File: config.mk
export PLATFORM = sky130hd
export DESIGN_NAME = pcx_rle_line_encoder_top
export DESIGN_NICKNAME = d
export VERILOG_FILES = /design/src/rtl/pcxrle_pkg.sv /design/src/rtl/pcxrle_front.sv /design/src/rtl/pcxrle_fifo.sv /design/src/rtl/pcxrle_back.sv /design/src/rtl/pcx_rle_line_encoder_top.sv
export SDC_FILE = /design/constraint.sdc
export NUM_CORES = 1
export LEC_CHECK = 0
export ABC_AREA = 1
export BUFFER_PORTS_ARGS = -buffer_cell sky130_fd_sc_hd__buf_2
export CAP_MARGIN = 10
export CORE_UTILIZATION = 25
export CTS_CLUSTER_DIAMETER = 150
export DETAILED_ROUTE_END_ITERATION = 7
export RECOVER_POWER = 100
export SLEW_MARGIN = 20
export SYNTH_ARGS = -nofsm -noshare
export SYNTH_HDL_FRONTEND = slang
export SYNTH_SLANG_ARGS = --single-unit
File: constraint.sdc
create_clock -name clk -period 13.4 [get_ports clk]
set_input_delay 1.34 -clock clk [delete_from_list [all_inputs] [get_ports clk]]
set_output_delay 1.34 -clock clk [all_outputs]
set_load 0.01 [all_outputs]
File: src/rtl/pcxrle_pkg.sv
package pcxrle_pkg;

	localparam logic [7:0] CODE_MARK = 8'hC0;
	localparam logic [5:0] RUN_MAX   = 6'd63;

	localparam int MAX_BYTES      = 4;
	localparam int IDX_W          = $clog2(MAX_BYTES);
	localparam int NB_W           = $clog2(MAX_BYTES + 1);
	localparam int FIFO_DEPTH_DEF = 4;

	// bytes one input transaction leaves behind, in output order
	typedef struct packed {
		logic [MAX_BYTES-1:0][7:0] data;
		logic [NB_W-1:0]           nbytes;
	} entry_t;

	localparam int ENTRY_W = $bits(entry_t);

endpackage

File: src/rtl/pcxrle_front.sv
module pcxrle_front (
	input  logic                clk,
	input  logic                arst_n,
	input  logic                in_valid,
	output logic                in_ready,
	input  logic [7:0]          pixel,
	input  logic                line_end,
	input  logic                q_full,
	output logic                q_push,
	output pcxrle_pkg::entry_t  q_entry
);

	typedef struct packed {
		logic [1:0][7:0] data;
		logic [1:0]      n;
	} code_t;

	logic [7:0] held_q;
	logic [5:0] len_q;
	logic       start_q;

	logic [7:0] nxt_held;
	logic [5:0] nxt_len;
	logic       nxt_start;
	logic [5:0] inc_len;
	logic [5:0] r0_cnt;
	logic [5:0] r1_cnt;
	code_t      c0;
	code_t      c1;
	logic       accept;

	function automatic code_t run_code(input logic [7:0] val, input logic [5:0] cnt);
		code_t c;
		c.data = '0;
		c.n    = 2'd0;
		if (cnt == 6'd0) begin
			c.n = 2'd0;
		end else if (cnt == 6'd1 &&
			(val & pcxrle_pkg::CODE_MARK) != pcxrle_pkg::CODE_MARK) begin
			c.data[0] = val;
			c.n       = 2'd1;
		end else begin
			c.data[0] = pcxrle_pkg::CODE_MARK | {2'b00, cnt};
			c.data[1] = val;
			c.n       = 2'd2;
		end
		return c;
	endfunction

	assign in_ready = !q_full;
	assign accept   = in_valid && in_ready;
	assign inc_len  = len_q + 6'd1;

	always_comb begin
		nxt_held  = held_q;
		nxt_len   = len_q;
		nxt_start = start_q;
		r0_cnt    = 6'd0;
		r1_cnt    = 6'd0;
		if (start_q) begin
			nxt_held  = pixel;
			nxt_len   = 6'd1;
			nxt_start = 1'b0;
		end else if (pixel == held_q) begin
			if (inc_len == pcxrle_pkg::RUN_MAX) begin
				r0_cnt  = pcxrle_pkg::RUN_MAX;
				nxt_len = 6'd0;
			end else begin
				nxt_len = inc_len;
			end
		end else begin
			r0_cnt   = len_q;
			nxt_held = pixel;
			nxt_len  = 6'd1;
		end
		if (line_end) begin
			r1_cnt    = nxt_len;
			nxt_len   = 6'd0;
			nxt_start = 1'b1;
		end
	end

	assign c0 = run_code(held_q, r0_cnt);
	assign c1 = run_code(nxt_held, r1_cnt);

	always_comb begin
		q_entry.data   = '0;
		q_entry.nbytes = pcxrle_pkg::NB_W'(c0.n) + pcxrle_pkg::NB_W'(c1.n);
		case (c0.n)
			2'd1: begin
				q_entry.data[0] = c0.data[0];
				q_entry.data[1] = c1.data[0];
				q_entry.data[2] = c1.data[1];
			end
			2'd2: begin
				q_entry.data[0] = c0.data[0];
				q_entry.data[1] = c0.data[1];
				q_entry.data[2] = c1.data[0];
				q_entry.data[3] = c1.data[1];
			end
			default: begin
				q_entry.data[0] = c1.data[0];
				q_entry.data[1] = c1.data[1];
			end
		endcase
	end

	assign q_push = accept && (q_entry.nbytes != '0);

	always_ff @(posedge clk or negedge arst_n) begin
		if (!arst_n) begin
			held_q  <= 8'd0;
			len_q   <= 6'd0;
			start_q <= 1'b1;
		end else if (accept) begin
			held_q  <= nxt_held;
			len_q   <= nxt_len;
			start_q <= nxt_start;
		end
	end

endmodule

File: src/rtl/pcxrle_fifo.sv
module pcxrle_fifo #(
	parameter int WIDTH = pcxrle_pkg::ENTRY_W,
	parameter int DEPTH = pcxrle_pkg::FIFO_DEPTH_DEF
) (
	input  logic             clk,
	input  logic             arst_n,
	input  logic             push,
	input  logic [WIDTH-1:0] wr_data,
	input  logic             pop,
	output logic [WIDTH-1:0] rd_data,
	output logic             full,
	output logic             not_empty
);

	localparam int AW = (DEPTH > 1) ? $clog2(DEPTH) : 1;
	localparam int CW = $clog2(DEPTH + 1);

	logic [WIDTH-1:0] mem_q [DEPTH];
	logic [AW-1:0]    wr_ptr_q;
	logic [AW-1:0]    rd_ptr_q;
	logic [CW-1:0]    count_q;

	assign full      = (count_q == CW'(DEPTH));
	assign not_empty = (count_q != '0);
	assign rd_data   = mem_q[rd_ptr_q];

	always_ff @(posedge clk) begin
		if (push) begin
			mem_q[wr_ptr_q] <= wr_data;
		end
	end

	always_ff @(posedge clk or negedge arst_n) begin
		if (!arst_n) begin
			wr_ptr_q <= '0;
			rd_ptr_q <= '0;
			count_q  <= '0;
		end else begin
			if (push) begin
				wr_ptr_q <= (wr_ptr_q == AW'(DEPTH - 1)) ? '0 : wr_ptr_q + AW'(1);
			end
			if (pop) begin
				rd_ptr_q <= (rd_ptr_q == AW'(DEPTH - 1)) ? '0 : rd_ptr_q + AW'(1);
			end
			if (push && !pop) begin
				count_q <= count_q + CW'(1);
			end else if (pop && !push) begin
				count_q <= count_q - CW'(1);
			end
		end
	end

endmodule

File: src/rtl/pcxrle_back.sv
module pcxrle_back (
	input  logic               clk,
	input  logic               arst_n,
	input  logic               q_not_empty,
	input  pcxrle_pkg::entry_t q_entry,
	output logic               q_pop,
	output logic               out_valid,
	input  logic               out_ready,
	output logic [7:0]         out_byte,
	output logic               last_out
);

	logic [pcxrle_pkg::IDX_W-1:0] idx_q;
	logic                         valid_q;
	logic [7:0]                   byte_q;
	logic                         last_q;
	logic                         load;
	logic                         final_byte;

	assign load       = q_not_empty && (!valid_q || out_ready);
	assign final_byte = (pcxrle_pkg::NB_W'(idx_q) + pcxrle_pkg::NB_W'(1)) == q_entry.nbytes;
	assign q_pop      = load && final_byte;

	assign out_valid = valid_q;
	assign out_byte  = byte_q;
	assign last_out  = last_q;

	always_ff @(posedge clk) begin
		if (load) begin
			byte_q <= q_entry.data[idx_q];
			last_q <= final_byte;
		end
	end

	always_ff @(posedge clk or negedge arst_n) begin
		if (!arst_n) begin
			valid_q <= 1'b0;
			idx_q   <= '0;
		end else begin
			if (load) begin
				valid_q <= 1'b1;
				idx_q   <= final_byte ? '0 : idx_q + pcxrle_pkg::IDX_W'(1);
			end else if (out_ready) begin
				valid_q <= 1'b0;
			end
		end
	end

endmodule

File: src/rtl/pcx_rle_line_encoder_top.sv
// PCX run-length line encoder.
// Input channel: in_valid/in_ready with pixel and line_end; line_end marks
// the last pixel of a scan line and flushes the held run.
// Output channel: out_valid/out_ready with out_byte and last_out; last_out
// is set on the final byte caused by one input transaction.
// Throughput: one pixel per cycle while the transaction queue has room;
// one output byte per cycle while out_ready is high. A pixel leaves 0 to 4
// bytes, so the sustained input rate is set by the single-byte output
// register. Bursts are absorbed by a FIFO_DEPTH-entry queue between the
// run tracker and the byte serialiser.
// Path: the first byte of a transaction is registered in the queue, then in
// the output byte register.
// Reset: queue empty, output idle, run cleared; the next pixel starts a line.
// Receiver stall: the output byte holds, the queue fills, and in_ready drops
// once the queue is full.
module pcx_rle_line_encoder_top #(
	parameter int FIFO_DEPTH = pcxrle_pkg::FIFO_DEPTH_DEF
) (
	input  logic       clk,
	input  logic       arst_n,
	input  logic       in_valid,
	output logic       in_ready,
	input  logic [7:0] pixel,
	input  logic       line_end,
	output logic       out_valid,
	input  logic       out_ready,
	output logic [7:0] out_byte,
	output logic       last_out
);

	pcxrle_pkg::entry_t wr_entry;
	pcxrle_pkg::entry_t rd_entry;
	logic               q_push;
	logic               q_pop;
	logic               q_full;
	logic               q_not_empty;

	pcxrle_front u_front (
		.clk      (clk),
		.arst_n   (arst_n),
		.in_valid (in_valid),
		.in_ready (in_ready),
		.pixel    (pixel),
		.line_end (line_end),
		.q_full   (q_full),
		.q_push   (q_push),
		.q_entry  (wr_entry)
	);

	pcxrle_fifo #(
		.WIDTH (pcxrle_pkg::ENTRY_W),
		.DEPTH (FIFO_DEPTH)
	) u_fifo (
		.clk       (clk),
		.arst_n    (arst_n),
		.push      (q_push),
		.wr_data   (wr_entry),
		.pop       (q_pop),
		.rd_data   (rd_entry),
		.full      (q_full),
		.not_empty (q_not_empty)
	);

	pcxrle_back u_back (
		.clk         (clk),
		.arst_n      (arst_n),
		.q_not_empty (q_not_empty),
		.q_entry     (rd_entry),
		.q_pop       (q_pop),
		.out_valid   (out_valid),
		.out_ready   (out_ready),
		.out_byte    (out_byte),
		.last_out    (last_out)
	);

endmodule

==> metrics.md <==
| Metric | Value |
|---|---|
| Hold Crit Start | `u_fifo.count_q[0]$_DFFE_PN0P_` |
| Post-synth EDFFs | `approximately 150` |
| Hold Path Class | `flip-flop to flip-flop` |
| First-pass DRT Iterations | `5` |
| Clock Path Buffers | `2` |
| Critical Path Max Stage Delay | `1270 ps` |
| WP data required | `about 13000 ps` |
| Most common flop cell mapped by yosys | `edfxtp_1` |
| Yosys reg bits | `about 170` |
| Hold WS | `around 530 ps` |
| Startpoint Class | `input port` |
| Die Wd | `between 150 and 200 um` |
| Post-Layout Inst Area | `0.009145 mm2` |
| First-pass GRT wire length | `between 30 and 40 mm` |
| Setup TNS | `0 ps` |
| Buffers & Inverters on Critical Path | `6` |
| Most frequent cell after synthesis | `edfxtp_1` |
| Dominant cell type by area after synthesis | `edfxtp_1` |
| Mapped Area | `between 0.008 and 0.009 mm2` |
| Cell count after synthesis | `roughly 760` |
| Core Region | `approximately 0.032 mm2` |
| Crit. Startpoint | `pixel[5]` |
| # IOs | `24` |
| DR WL/cell | `about 16 um` |
| Seq/Total Area, Yosys | `between 60 and 70%` |
| Overall routing resource usage | `12.00%` |
| Syn nets | `788` |
| Number of port buffers | `23` |
| Mean Syn Cell Area | `~11 um2` |
| Failing checks | `max-capacitance violations, max-slew violations` |
| Final setup fails | `0` |
| GP Congestion | `0.8946` |
| Delay-heaviest family, CP | `buffers and inverters` |
| RSZ-0062 raised after global routing | `no` |
| Pre-CTS WS | `approximately 8000 ps` |
| Vias in the first global route | `5309` |
| Slowest CP cell | `clkbuf_1` |
| Synth top area cells | `edfxtp_1, dfrtp_1, nand2_1` |
| P_leak | `3.327 nW` |
| FP Rows | `between 60 and 70` |
| Worst setup margin | `between 6000 and 7000 ps` |
| Setup Fix Bufs, Post-CTS | `0` |
| Final ANT Viol Nets | `0` |
| DRC viols | `0` |
| CTS tree | `yes` |
| Max H-tree Level | `4` |
| N_diodes | `0` |
| Placed wire-length estimate | `about 12 mm` |
| Post-Place Cell Area | `between 0.008 and 0.009 mm2` |
| Die area | `roughly 0.033 mm2` |
| Crit-path max FO | `24` |
| Worst skew pair latency | `between 400 and 500 ps` |
| Nets | `807` |
| Post-synth top cells | `edfxtp_1, nand2_1, nor2_1` |
| Initial antenna violation count | `0` |
| Via count | `5707` |
| Initial core utilization | `25.60%` |
| Final wirelength | `between 15 and 20 mm` |
| Final period utilization | `53.07%` |
| Post-layout util | `between 20 and 30%` |
| Grt ovf | `0` |
| Clk sinks | `174` |
| Final Max Tran Viols | `about 250` |
| Cells along the critical path | `clkbuf_1 > inv_1 > nand2_1 > a21oi_1 > nand2_1 > nor2_1 > nand2_4 > o21ai_0 > nand2_2 > o211ai_1 > inv_1 > fa_1 > inv_1 > o31ai_1 > clkbuf_1 > nor2_1 > clkbuf_1` |
| Final Hold Fails | `0` |
| Clk slew on worst S/H paths | `70 ps` |
| Post-synth top area share | `between 50% and 60%` |
| Num CTS Buffers | `17` |
| Outcome | `finished, violations left` |
| Setup Skew | `about 11 ps` |
| Setup CP Type | `input port to flip-flop` |
| Reg2Reg Launch Point | `u_front.len_q[1]$_DFFE_PN0P_` |
| Die H | `182.2 um` |
| Share of cells above drive strength 1 | `under 10%` |
| Synth cell types | `42` |
| Asr flop ratio synth | `14.37%` |
| Drt first-iter violations | `406` |
| Area growth from synthesis to layout | `12.62%` |
| Syn. warnings | `0` |
| Post-CTS Resized | `0` |
| Fin crit period | `~7100 ps` |
| Fmax | `approximately 140 MHz` |
| Worst VDD drop | `between 0.1 and 0.15 mV` |
| Max-cap violations | `7` |
| CP Capture Type | `flip-flop` |
| Rel. slew slack | `-112.6%` |
| Vias/cell | `around 4.8` |
| Post-CTS Hold Buffers | `0` |
| Root Buffer | `clkbuf_16` |
| Total power divided by cell area | `between 150 and 200 mW/mm2` |
| Worst Max-Slew Pin Slew | `between 3000 and 4000 ps` |
| Largest net degree at the start of global routing | `between 70 and 80` |
| Worst Path Arrival | `a little over 7000 ps` |
[power breakdown]
group          internal (W)  switching (W)  total (W)
Sequential         0.000715      0.0000467   0.000762
Clock              0.000281       0.000223   0.000505
Combinational      0.000161       0.000386   0.000547
[layer usage]
layer	routed length, um	vias to the layer above	global-route usage (%)
li1	-	2739	-
met3	994	20	2.215
met2	8873	150	18.65
met1	9252	2798	17.04
met5	0	-	0
met4	223	0	3.294
[final timing paths]
kind	end	cells past startpoint	slack (ps)
max	u_fifo.mem_q[2][18]$_DFFE_PP_	17	6290
min in group asynchronous	u_front.held_q[1]$_DFFE_PN0P_	1	1330
max reg2reg	u_fifo.mem_q[2][18]$_DFFE_PP_	17	6800
min reg2reg	u_fifo.count_q[0]$_DFFE_PN0P_	1	530
max in group asynchronous	u_fifo.rd_ptr_q[0]$_DFFE_PN0P_	1	10950
min	u_fifo.count_q[0]$_DFFE_PN0P_	1	530
[kinds of logic (layout without fill, tap and decap cells)]
family | count (synthesis) | count (layout) | share of synthesized area, %
AO/OA/AOI/OAI | 158 | 158 | 12.03
AND/OR/NAND/NOR | 323 | 323 | 17.77
adder cells (fa/ha/maj) | 12 | 12 | 2.034
flip-flops | 174 | 174 | 62.82
XOR/XNOR | 8 | 8 | 0.8628
buffers and inverters | 88 | 120 | 4.484
[per-stage QoR]
stage / instances / power (W)
after floorplan: 763 / 0.001144
after global placement: 1165 / 0.001330
after detailed placement: 1165 / 0.001337
after CTS: 1197 / 0.001841
after global routing: 1197 / 0.001925
final: 1197 / 0.001814
[final cells by class]
class | count | area [um2]
Fill cell | 3310 | 22570
Sequential cell | 174 | 5102
Multi-Input combinational cell | 501 | 2581
Tap cell | 402 | 503.0
Clock buffer | 17 | 425.4
Inverter | 54 | 205.2
Clock inverter | 15 | 176.4
Timing Repair Buffer | 34 | 151.4
[layout by cell type (no fill, tap or decap), types with 5 or more instances in the layout]
master,n
edfxtp_1,149
nand2_1,142
nor2_1,103
o21ai_0,94
inv_1,46
nand3_1,44
dfrtp_1,23
o221ai_1,21
clkbuf_1,21
clkbuf_16,17
o22ai_1,15
nand4_1,13
o211ai_1,13
ha_1,10
buf_2,10
a21oi_1,6
inv_2,5
nand2_2,5
[flip-flops by register name (all words and copies together), names as in the netlist]
name	count
u_fifo.mem_q	140
u_back.out_byte	8
u_front.held_q	8
u_front.len_q	6
u_fifo.count_q	3
u_back.idx_q	2
u_fifo.rd_ptr_q	2
u_fifo.wr_ptr_q	2
u_back.last_out	1
u_back.out_valid	1
u_front.start_q	1
(Power assumes the default switching activity.)
